## src/design/socks_pkg.sv

```systemverilog
// socks_pkg: types and constants shared by the proxy request parser and its checker
// depends on nothing
`default_nettype none

package socks_pkg;

  // parse phase, one-hot
  typedef enum logic [7:0] {
    PH_VER   = 8'b0000_0001,
    PH_CMD   = 8'b0000_0010,
    PH_RSV   = 8'b0000_0100,
    PH_ATYP  = 8'b0000_1000,
    PH_IPV4  = 8'b0001_0000,
    PH_DLEN  = 8'b0010_0000,
    PH_DNAME = 8'b0100_0000,
    PH_PORT  = 8'b1000_0000
  } phase_e;

  // result event codes
  localparam logic [1:0] EV_BYTE  = 2'd0;
  localparam logic [1:0] EV_CHAR  = 2'd1;
  localparam logic [1:0] EV_DONE  = 2'd2;
  localparam logic [1:0] EV_ERROR = 2'd3;

  // protocol byte values
  localparam logic [7:0] VER_5        = 8'h05;
  localparam logic [7:0] CMD_CONNECT  = 8'h01;
  localparam logic [7:0] RSV_ZERO     = 8'h00;
  localparam logic [7:0] ATYP_IPV4    = 8'h01;
  localparam logic [7:0] ATYP_DOMAIN  = 8'h03;
  localparam logic [7:0] ATYP_IPV6    = 8'h04;

  // reply codes
  localparam logic [3:0] REP_OK        = 4'h0;
  localparam logic [3:0] REP_CMD_UNSUP = 4'h7;
  localparam logic [3:0] REP_ATYP_UNSUP = 4'h8;

  // byte counts of the fixed-size fields
  localparam logic [7:0] IPV4_BYTES = 8'd4;
  localparam logic [7:0] PORT_BYTES = 8'd2;

endpackage

`default_nettype wire

```

## src/design/socks5_request_parser.sv

```systemverilog
// socks5_request_parser: byte-wide parser of the client connect request of a proxy handshake
// depends on socks_pkg
// output: each result is registered and appears in the cycle after its byte is accepted
// throughput: one byte per cycle; a byte is taken while the previous result waits
//   (the input side stalls only when the output register is full and stalled)
// reset: rst_ni, asynchronous, active low; parser returns to the version byte,
//   all request state is cleared and the output register is emptied
`default_nettype none

module socks5_request_parser
  import socks_pkg::*;
(
  input  wire logic        clk_i,
  input  wire logic        rst_ni,
  // request byte stream
  input  wire logic        in_valid_i,
  output logic             in_stall_o,
  input  wire logic [7:0]  data_byte_i,
  // one result per request byte
  output logic             out_valid_o,
  input  wire logic        out_stall_i,
  output logic [1:0]       event_res_o,
  output logic [3:0]       reply_code_o,
  output logic             addr_is_domain_o,
  output logic [31:0]      ipv4_addr_o,
  output logic [7:0]       domain_length_o,
  output logic [7:0]       domain_char_o,
  output logic [7:0]       domain_index_o,
  output logic [15:0]      dst_port_o
);

  // ---------------------------------------------------------------------------
  // parser state
  // ---------------------------------------------------------------------------
  phase_e       phase_q, phase_d;
  logic [3:0]   reply_q, reply_d;
  logic         dom_q, dom_d;
  logic [31:0]  addr_q, addr_d;
  logic [7:0]   cnt_q, cnt_d;     // bytes taken in the current field
  logic [7:0]   nlen_q, nlen_d;   // declared domain length
  logic [15:0]  port_q, port_d;

  // values after this byte, before a restart wipes them
  phase_e       phase_u;
  logic [3:0]   reply_u;
  logic         dom_u;
  logic [31:0]  addr_u;
  logic [7:0]   cnt_u;
  logic [7:0]   nlen_u;
  logic [15:0]  port_u;
  logic [7:0]   cnt_inc;

  logic [1:0]   ev;
  logic [7:0]   ch, idx;
  logic [15:0]  port_res;
  logic         restart;

  // handshake: the input is held back only while a finished result is stuck
  logic         accept;

  assign in_stall_o = out_valid_o && out_stall_i;
  assign accept     = in_valid_i && !in_stall_o;
  assign cnt_inc    = cnt_q + 8'd1;

  // ---------------------------------------------------------------------------
  // one byte of parsing
  // ---------------------------------------------------------------------------
  always_comb begin
    phase_u  = phase_q;
    reply_u  = reply_q;
    dom_u    = dom_q;
    addr_u   = addr_q;
    cnt_u    = cnt_q;
    nlen_u   = nlen_q;
    port_u   = port_q;
    ev       = EV_BYTE;
    ch       = 8'd0;
    idx      = 8'd0;
    port_res = 16'd0;
    restart  = 1'b0;

    case (phase_q)
      PH_CMD: begin
        // unsupported command is recorded, parsing carries on
        if (data_byte_i != CMD_CONNECT) reply_u = REP_CMD_UNSUP;
        phase_u = PH_RSV;
      end
      PH_RSV: begin
        if (data_byte_i != RSV_ZERO) reply_u = REP_CMD_UNSUP;
        phase_u = PH_ATYP;
      end
      PH_ATYP: begin
        if (data_byte_i == ATYP_IPV4) begin
          dom_u   = 1'b0;
          cnt_u   = 8'd0;
          phase_u = PH_IPV4;
        end else if (data_byte_i == ATYP_DOMAIN) begin
          dom_u   = 1'b1;
          phase_u = PH_DLEN;
        end else if (data_byte_i == ATYP_IPV6) begin
          // ipv6 ends the request at once with its own reply code
          reply_u = REP_ATYP_UNSUP;
          ev      = EV_DONE;
          restart = 1'b1;
        end else begin
          ev      = EV_ERROR;
          restart = 1'b1;
        end
      end
      PH_IPV4: begin
        // first byte ends up most significant
        addr_u = {addr_q[23:0], data_byte_i};
        if (cnt_inc >= IPV4_BYTES) begin
          cnt_u   = 8'd0;
          phase_u = PH_PORT;
        end else begin
          cnt_u = cnt_inc;
        end
      end
      PH_DLEN: begin
        nlen_u  = data_byte_i;
        cnt_u   = 8'd0;
        // an empty name goes straight to the port
        phase_u = (data_byte_i == 8'd0) ? PH_PORT : PH_DNAME;
      end
      PH_DNAME: begin
        ev  = EV_CHAR;
        ch  = data_byte_i;
        idx = cnt_q;
        if (cnt_inc >= nlen_q) begin
          cnt_u   = 8'd0;
          phase_u = PH_PORT;
        end else begin
          cnt_u = cnt_inc;
        end
      end
      PH_PORT: begin
        // big-endian port
        port_u = {port_q[7:0], data_byte_i};
        cnt_u  = cnt_inc;
        if (cnt_inc >= PORT_BYTES) begin
          ev       = EV_DONE;
          port_res = port_u;
          restart  = 1'b1;
        end
      end
      default: begin
        // version byte; any stray phase code is handled the same way
        if (data_byte_i == VER_5) begin
          phase_u = PH_CMD;
          reply_u = REP_OK;
          dom_u   = 1'b0;
          addr_u  = 32'd0;
          cnt_u   = 8'd0;
          nlen_u  = 8'd0;
          port_u  = 16'd0;
        end else begin
          ev      = EV_ERROR;
          restart = 1'b1;
        end
      end
    endcase

    // a finished or broken request drops everything and waits for a version byte
    if (restart) begin
      phase_d = PH_VER;
      reply_d = REP_OK;
      dom_d   = 1'b0;
      addr_d  = 32'd0;
      cnt_d   = 8'd0;
      nlen_d  = 8'd0;
      port_d  = 16'd0;
    end else begin
      phase_d = phase_u;
      reply_d = reply_u;
      dom_d   = dom_u;
      addr_d  = addr_u;
      cnt_d   = cnt_u;
      nlen_d  = nlen_u;
      port_d  = port_u;
    end
  end

  always_ff @(posedge clk_i or negedge rst_ni) begin
    if (!rst_ni) begin
      phase_q <= PH_VER;
      reply_q <= REP_OK;
      dom_q   <= 1'b0;
      addr_q  <= 32'd0;
      cnt_q   <= 8'd0;
      nlen_q  <= 8'd0;
      port_q  <= 16'd0;
    end else if (accept) begin
      phase_q <= phase_d;
      reply_q <= reply_d;
      dom_q   <= dom_d;
      addr_q  <= addr_d;
      cnt_q   <= cnt_d;
      nlen_q  <= nlen_d;
      port_q  <= port_d;
    end
  end

  // ---------------------------------------------------------------------------
  // result register
  // ---------------------------------------------------------------------------
  logic out_valid_q;

  always_ff @(posedge clk_i or negedge rst_ni) begin
    if (!rst_ni) begin
      out_valid_q <= 1'b0;
    end else if (accept) begin
      out_valid_q <= 1'b1;
    end else if (!out_stall_i) begin
      out_valid_q <= 1'b0;
    end
  end

  // payload needs no reset; a protocol error zeroes every field but the event
  always_ff @(posedge clk_i) begin
    if (accept) begin
      event_res_o <= ev;
      if (ev == EV_ERROR) begin
        reply_code_o     <= 4'd0;
        addr_is_domain_o <= 1'b0;
        ipv4_addr_o      <= 32'd0;
        domain_length_o  <= 8'd0;
        domain_char_o    <= 8'd0;
        domain_index_o   <= 8'd0;
        dst_port_o       <= 16'd0;
      end else begin
        reply_code_o     <= reply_u;
        addr_is_domain_o <= dom_u;
        ipv4_addr_o      <= addr_u;
        domain_length_o  <= nlen_u;
        domain_char_o    <= ch;
        domain_index_o   <= idx;
        dst_port_o       <= port_res;
      end
    end
  end

  assign out_valid_o = out_valid_q;

endmodule

`default_nettype wire

```

## config.mk

```make
export PLATFORM = sky130hd
export DESIGN_NAME = socks5_request_parser
export DESIGN_NICKNAME = d
export VERILOG_FILES = /design/src/design/socks_pkg.sv /design/src/design/socks5_request_parser.sv
export SDC_FILE = /design/constraint.sdc
export NUM_CORES = 1
export LEC_CHECK = 0
export ABC_AREA = 0
export BUFFER_PORTS_ARGS = -buffer_cell sky130_fd_sc_hd__buf_2
export CAP_MARGIN = 20
export CELL_PAD_IN_SITES_DETAIL_PLACEMENT = 1
export CELL_PAD_IN_SITES_GLOBAL_PLACEMENT = 1
export CORE_UTILIZATION = 50
export CTS_CLUSTER_SIZE = 8
export DETAILED_ROUTE_END_ITERATION = 7
export PLACE_DENSITY = 0.92
export SYNTH_ARGS = -nofsm -noshare
export SYNTH_HDL_FRONTEND = slang
export SYNTH_SLANG_ARGS = --single-unit
```

## constraint.sdc

```tcl
create_clock -name clk_i -period 7.72 [get_ports clk_i]
set_input_delay 0.386 -clock clk_i [delete_from_list [all_inputs] [get_ports clk_i]]
set_output_delay 0.386 -clock clk_i [all_outputs]
set_load 0.02 [all_outputs]
```

==> flow_summary.json, run 1 <==
{
  "outcome": "finished clean",
  "start_kind": "flop",
  "synth_area_per_cell_um2": 12.18,
  "drive_gt1_share_pct": 24.38,
  "place_inst": 791,
  "p_leak_nw": 3.266,
  "path_class": "flop to flop",
  "nets": 655,
  "clock_skew_ns": 0.01456,
  "synth_edf_count": 79,
  "syn_area_um2": 6760,
  "first_pass_iters": 5,
  "grt_usage_pct": 32.50,
  "drv_cap": 0,
  "cts_tree": "built",
  "rsz0062_at_grt": "no",
  "dp_slack_ns": 4.221,
  "hold_viol_final": 0,
  "combPwrFrac_pct": 5.2,
  "worst_setup_path_end_kind": "flop",
  "reg2reg_from": "phase_q[2]",
  "critical_path.cell_chain": "nor4_2, and3_1, nor3_1, a21oi_1, a21o_1, a21o_2, a22o_1",
  "hold_start": "in_valid_i",
  "vias": 5364,
  "worstSkewPairLatency_ns": 0.44,
  "r2r_slack_ns": 4.05,
  "clk_path_buf_depth": 2,
  "critPathMaxStageDelay_ns": 0.76,
  "p_clk_share_pct": 48.8,
  "layout_setup_ws_ns": 4.047,
  "cts.clk_slew.worst_paths_ns": 0.06,
  "ant_nets": 0,
  "cellPowerDensity_nw_per_um2": 236.5,
  "ys_seq_area_share_pct": 61.02,
  "synth_seq_cells": 149,
  "max-vdd-ir-drop_mv": 0.1543,
  "antenna_found_initial": 0,
  "syn_nets": 575,
  "die_h_um": 118.3,
  "timing.final.crit_period_ns": 3.673,
  "nFillCells": 1360,
  "cts_resized": 0,
  "dp_hpwl_mm": 12.50,
  "period_share_pct": 47.57,
  "setup.worst_path.start": "phase_q[2]",
  "core_area_um2": 13190,
  "ys_warn_count": 0,
  "drtIter0Drc": 602,
  "synth_area_leaders": "edfxtp_1 (35%), dfrtp_1 (26%), a22o_1 (6.2%), a22oi_1 (4.4%), nor2_1 (3.6%)",
  "seqPwrFrac_pct": 46.0,
  "viasPerCell": 6.510,
  "arrival_ns": 4.03,
  "instances_no_fill": 824,
  "diodes": 0,
  "overflow": 0,
  "hp-class": "input pin to flop",
  "relSlewSlack_pct": 30.15,
  "yosysUniqueCellTypes": 70,
  "io_pins": 93,
  "slowest_stage": "and3_1",
  "routed_wl_mm": 21.65,
  "p_total_mw": 1.878,
  "hold_buffers": 0,
  "synth-main-ff-cell": "edfxtp_1",
  "synthArstFlopShare_pct": 46.98,
  "grt_first_pass_wirelength_mm": 33.62,
  "grt_pass1_vias": 5546,
  "cp_data_required_time_ns": 8.08,
  "syn_to_final_growth_pct": 17.47,
  "fmax_mhz": 272.3,
  "cts_buffers": 17,
  "worst_pin_slew_ns": 1.048,
  "netSwitchingFraction_pct": 24.19,
  "drv_slew": 0,
  "crit_fanout": 32,
  "die_w_um": 118.3,
  "final_core_util_pct": 60.21,
  "ys_top_cells_by_count": "edfxtp_1 (79), dfrtp_1 (69), nor2_1 (65), a22o_1 (48), a22oi_1 (40)",
  "port_buffers": 92,
  "routabilityCongestion": 0.9110,
  "post_drt_wl_per_cell_um": 26.28,
  "post_cts.repair.setup_buffers": 0,
  "yosysMostFrequentCell": "edfxtp_1",
  "die_area_um2": 13990,
  "switchingPower_mw": 0.4543,
  "syn_inst": 555,
  "synth_top_area_share_pct": 35.09,
  "root_buffer": "clkbuf_16",
  "cts_max_level": 4,
  "cts.sinks": 149,
  "start_util_pct": 51.25,
  "internal-power_mw": 1.424,
  "drcViolationCount": 0,
  "fin_setup_tns_ns": 0,
  "setup_viol": 0,
  "grt_max_degree": 82,
  "yosys.area.top_type": "edfxtp_1",
  "rows": 42
}
==> final timing paths <==
check,end,cells after the start
setup / recovery,addr_q[9],7
hold reg to reg,port_q[0],1
hold / removal,out_valid_o,2
max in group asynchronous,port_q[0],2
min in group asynchronous,nlen_q[6],2
setup reg to reg,addr_q[9],7
==> power groups by stage <==
stage / Clock (mW) / Combinational (mW) / Sequential [mW]
global route: 0.943 / 0.103 / 0.866
global placement: 0 / 0.0917 / 0.878
floorplan: 0 / 0.0313 / 0.903
CTS: 0.916 / 0.0973 / 0.865
detailed placement: 0 / 0.0958 / 0.880
finish: 0.916 / 0.0978 / 0.865
==> layout by cell type (no fill, tap or decap), types with 3 or more instances in the layout <==
master,instances
a21o_1,7
a21oi_1,7
a22o_1,48
a22oi_1,40
a31oi_1,6
and2_1,27
and2_2,6
and3_1,3
buf_2,92
buf_4,4
bufinv_16,4
clkbuf_16,17
dfrtp_1,69
edfxtp_1,79
ha_1,8
inv_1,14
mux2i_1,4
nand2_1,18
nand3_1,15
nand4_1,5
nor2_1,64
nor2b_1,3
nor3_1,11
nor4_1,3
nor4_2,3
o21a_1,3
o21ai_0,6
o21ai_1,8
or3_1,3
xnor2_1,5
==> metrics by stage <==
stage	area [um2]	hold WS (ns)
after floorplan	6760	0.09041
after global placement	7284	0.4645
after detailed placement	7300	0.4931
after CTS	7926	0.1564
after global routing	7941	0.1926
final	7941	0.1622
==> metal layers <==
layer | wire, um | GRT usage (%) | vias to the layer above
met5 | 0 | 0 | -
met4 | 876 | 15.06 | 0
met3 | 1662 | 8.301 | 85
met2 | 10720 | 53.60 | 326
met1 | 8393 | 40.12 | 2710
li1 | - | - | 2243
==> flip-flops by register name, indices dropped and copies added (netlist names), 8 cells and up <==
| signal | count |
|---|---|
| addr_q | 32 |
| cnt_q | 8 |
| port_q | 8 |
| ipv4_addr_o | 32 |
| nlen_q | 8 |
| phase_q | 8 |
| domain_length_o | 8 |
| dst_port_o | 16 |
| domain_index_o | 8 |
| domain_char_o | 8 |
==> cell families after synthesis <==
kind of cell | Yosys count | share of synthesized area [%]
AO/OA/AOI/OAI | 151 | 17.66
XOR/XNOR | 6 | 0.7773
adder cells (fa/ha/maj) | 9 | 1.629
buffers and inverters | 53 | 3.739
flip-flops | 149 | 61.02
multiplexers | 5 | 0.7588
AND/OR/NAND/NOR | 182 | 14.42
==> cell type report <==
class / count / area, um2 / share of cell area [%]
clock buffer: 17 / 425.4 / 5.357
clock inverter: 15 / 201.4 / 2.537
inverter: 16 / 60.06 / 0.7563
multi-input combinational: 353 / 2389 / 30.08
sequential: 149 / 4125 / 51.95
tap: 176 / 220.2 / 2.773
timing repair buffer: 98 / 520.5 / 6.554
==> worst max-delay path: cells and delay by family, from the launching register on <==
kind             cells  cell delay (ns)
AO/OA/AOI/OAI        4             1.48
AND/OR/NAND/NOR      3             1.60
flip-flops           1             0.49
(Power assumes the default switching activity.)
==> inputs of run 2 (changes only) <==
--- a/config.mk
+++ b/config.mk
@@ -10,10 +10,10 @@
 export CAP_MARGIN = 20
 export CELL_PAD_IN_SITES_DETAIL_PLACEMENT = 1
 export CELL_PAD_IN_SITES_GLOBAL_PLACEMENT = 1
-export CORE_UTILIZATION = 50
+export CORE_UTILIZATION = 46
 export CTS_CLUSTER_SIZE = 8
 export DETAILED_ROUTE_END_ITERATION = 7
-export PLACE_DENSITY = 0.92
+export PLACE_DENSITY = 0.86
 export SYNTH_ARGS = -nofsm -noshare
 export SYNTH_HDL_FRONTEND = slang
 export SYNTH_SLANG_ARGS = --single-unit
==> constraint.sdc (replaced) <==
create_clock -name clk_i -period 3.5 [get_ports clk_i]
set_input_delay 0.175 -clock clk_i [delete_from_list [all_inputs] [get_ports clk_i]]
set_output_delay 0.175 -clock clk_i [all_outputs]
set_load 0.02 [all_outputs]
==> flow_summary.json, run 2 (synthesis gave the netlist of run 1 again) <==
{
  "ant_nets": 0,
  "viasPerCell": 6.075,
  "outcome": "finished clean",
  "path_buf_inv": 0,
  "setup_viol": 0,
  "seqPwrFrac_pct": 48.3,
  "first_pass_iters": 4,
  "reg_top3": "addr_q (32), ipv4_addr_o (32), dst_port_o (16)",
  "cts.sinks": 149,
  "routed_wl_mm": 18.92,
  "place_inst": 803,
  "port_buffers": 92,
  "netSwitchingFraction_pct": 23.48,
  "relSlewSlack_pct": 48.31,
  "rows": 43,
  "cts.clk_slew.worst_paths_ns": 0.06,
  "slowest_stage": "dfrtp_1",
  "drv_cap": 0,
  "vias": 5085,
  "final_cell_mix": "buf_2 (92), edfxtp_1 (79), dfrtp_1 (68)",
  "instances_no_fill": 837,
  "cts_max_level": 4,
  "cts_buffers": 17,
  "rsz0062_at_grt": "no",
  "worst_setup_path_end_kind": "flop",
  "die_area_um2": 15180,
  "start_util_pct": 47.96,
  "crit_family": "simple AND/OR/NAND/NOR gates",
  "cts_tree": "built",
  "root_buffer": "clkbuf_16",
  "max-vdd-ir-drop_mv": 0.2986,
  "nets": 664,
  "post_cts.repair.setup_buffers": 0,
  "dp_hpwl_mm": 12.23,
  "diodes": 0,
  "drtIter0Drc": 445,
  "grt_max_degree": 39,
  "overflow": 0,
  "hold_viol_final": 0,
  "worst_pin_slew_ns": 0.7720,
  "p_leak_nw": 3.291,
  "critPathMaxStageDelay_ns": 0.58,
  "grt_pass1_vias": 5297,
  "fin_setup_tns_ns": 0,
  "crit_fanout": 10,
  "final_common_cell": "buf_2",
  "path_class": "flop to flop",
  "critical_path.cell_chain": "nand3_1, nor2_1, xnor2_1, ha_1, a21oi_1, o21ai_0, maj3_1, o211a_1, nor2b_2, mux2_1",
  "hp-class": "input pin to flop",
  "drv_slew": 0,
  "clock_skew_ns": 0.007069,
  "drive_gt1_share_pct": 25.57,
  "syn_to_final_growth_pct": 18.32,
  "switchingPower_mw": 0.9245,
  "grt_usage_pct": 26.68,
  "io_pins": 93,
  "antenna_found_initial": 0,
  "worstSkewPairLatency_ns": 0.43,
  "post_drt_wl_per_cell_um": 22.60,
  "combPwrFrac_pct": 5.6,
  "start_kind": "flop",
  "core_area_um2": 14100,
  "die_w_um": 123.2,
  "cellPowerDensity_nw_per_um2": 492.3,
  "timing.final.crit_period_ns": 3.318,
  "grt_first_pass_wirelength_mm": 29.61,
  "clk_path_buf_depth": 2,
  "arrival_ns": 3.62,
  "fmax_mhz": 301.4,
  "period_share_pct": 94.80,
  "p_clk_share_pct": 46.1,
  "internal-power_mw": 3.014,
  "routabilityCongestion": 0.8784,
  "cp_data_required_time_ns": 3.81,
  "drcViolationCount": 0,
  "die_h_um": 123.2
}
==> run 2: through the flow <==
stage | hold slack (ns) | total power, mW | cell area (um2) | setup WS [ns] | utilization (%)
2_1_floorplan | -0.1206 | 2.062 | 6760 | 0.03896 | -
3_5_place_dp | 0.2321 | 2.158 | 7370 | 0.2030 | 52.28
5_1_grt | 0.03744 | 4.042 | 7999 | 0.04754 | 56.75
3_3_place_gp | 0.2130 | 2.146 | 7370 | 0.3506 | 52.28
4_1_cts | 0.007293 | 3.963 | 7985 | 0.01807 | 56.65
6_report | 0.01316 | 3.938 | 7999 | 0.1822 | 56.75
==> run 2: cell type report <==
type                            instances  area, um2
Sequential cell                       149       4126
Timing Repair Buffer                  107      590.6
Fill cell                            1492       6097
Multi-Input combinational cell        353       2401
Clock inverter                         12      117.6
Clock buffer                           20      478.0
Tap cell                              180      225.2
Inverter                               16      60.06
==> run 2: final timing paths <==
kind                                    end  cells past startpoint  slack, ns        start
worst min-delay path            out_valid_o                      3       0.01  out_stall_i
max in group asynchronous         nlen_q[1]                      3       2.37       rst_ni
worst max-delay path             phase_q[7]                     10       0.18     cnt_q[3]
min in group asynchronous        reply_q[0]                      2       0.31       rst_ni
worst max register to register   phase_q[7]                     10       0.18     cnt_q[3]
worst min register to register   reply_q[1]                      1       0.50   reply_q[1]
==> run 2: per-layer routing <==
metal | GRT usage (%) | part of all wire (%) | up-vias
met2 | 44.13 | 49 | 175
met5 | 0 | 0 | -
met3 | 5.120 | 5.0 | 56
li1 | - | - | 2268
met1 | 33.14 | 42 | 2586
met4 | 14.08 | 4.0 | 0
==> run 2: worst register-to-register path, stage by stage (launching register included) <==
cell     delay [ns]
dfrtp_1        0.58
nand3_1        0.28
nor2_1         0.24
xnor2_1        0.17
ha_1           0.29
a21oi_1        0.17
o21ai_0        0.14
maj3_1         0.40
o211a_1        0.34
nor2b_2        0.24
mux2_1         0.35
==> run 2: timing repair <==
| action | 4_1_cts | 5_1_grt |
|---|---|---|
| hold endpoints to repair | 26 | 0 |
| hold buffers | 2 | 0 |
| resized for setup | 0 | 3 |
| setup endpoints to repair | 0 | 9 |
==> run 2: power by group through the flow <==
stage | sequential [mW] | combinational [mW] | clock, mW
global route | 1.91 | 0.236 | 1.90
detailed placement | 1.94 | 0.218 | 0
global placement | 1.94 | 0.210 | 0
floorplan | 1.99 | 0.0691 | 0
finish | 1.90 | 0.219 | 1.81
CTS | 1.91 | 0.221 | 1.84
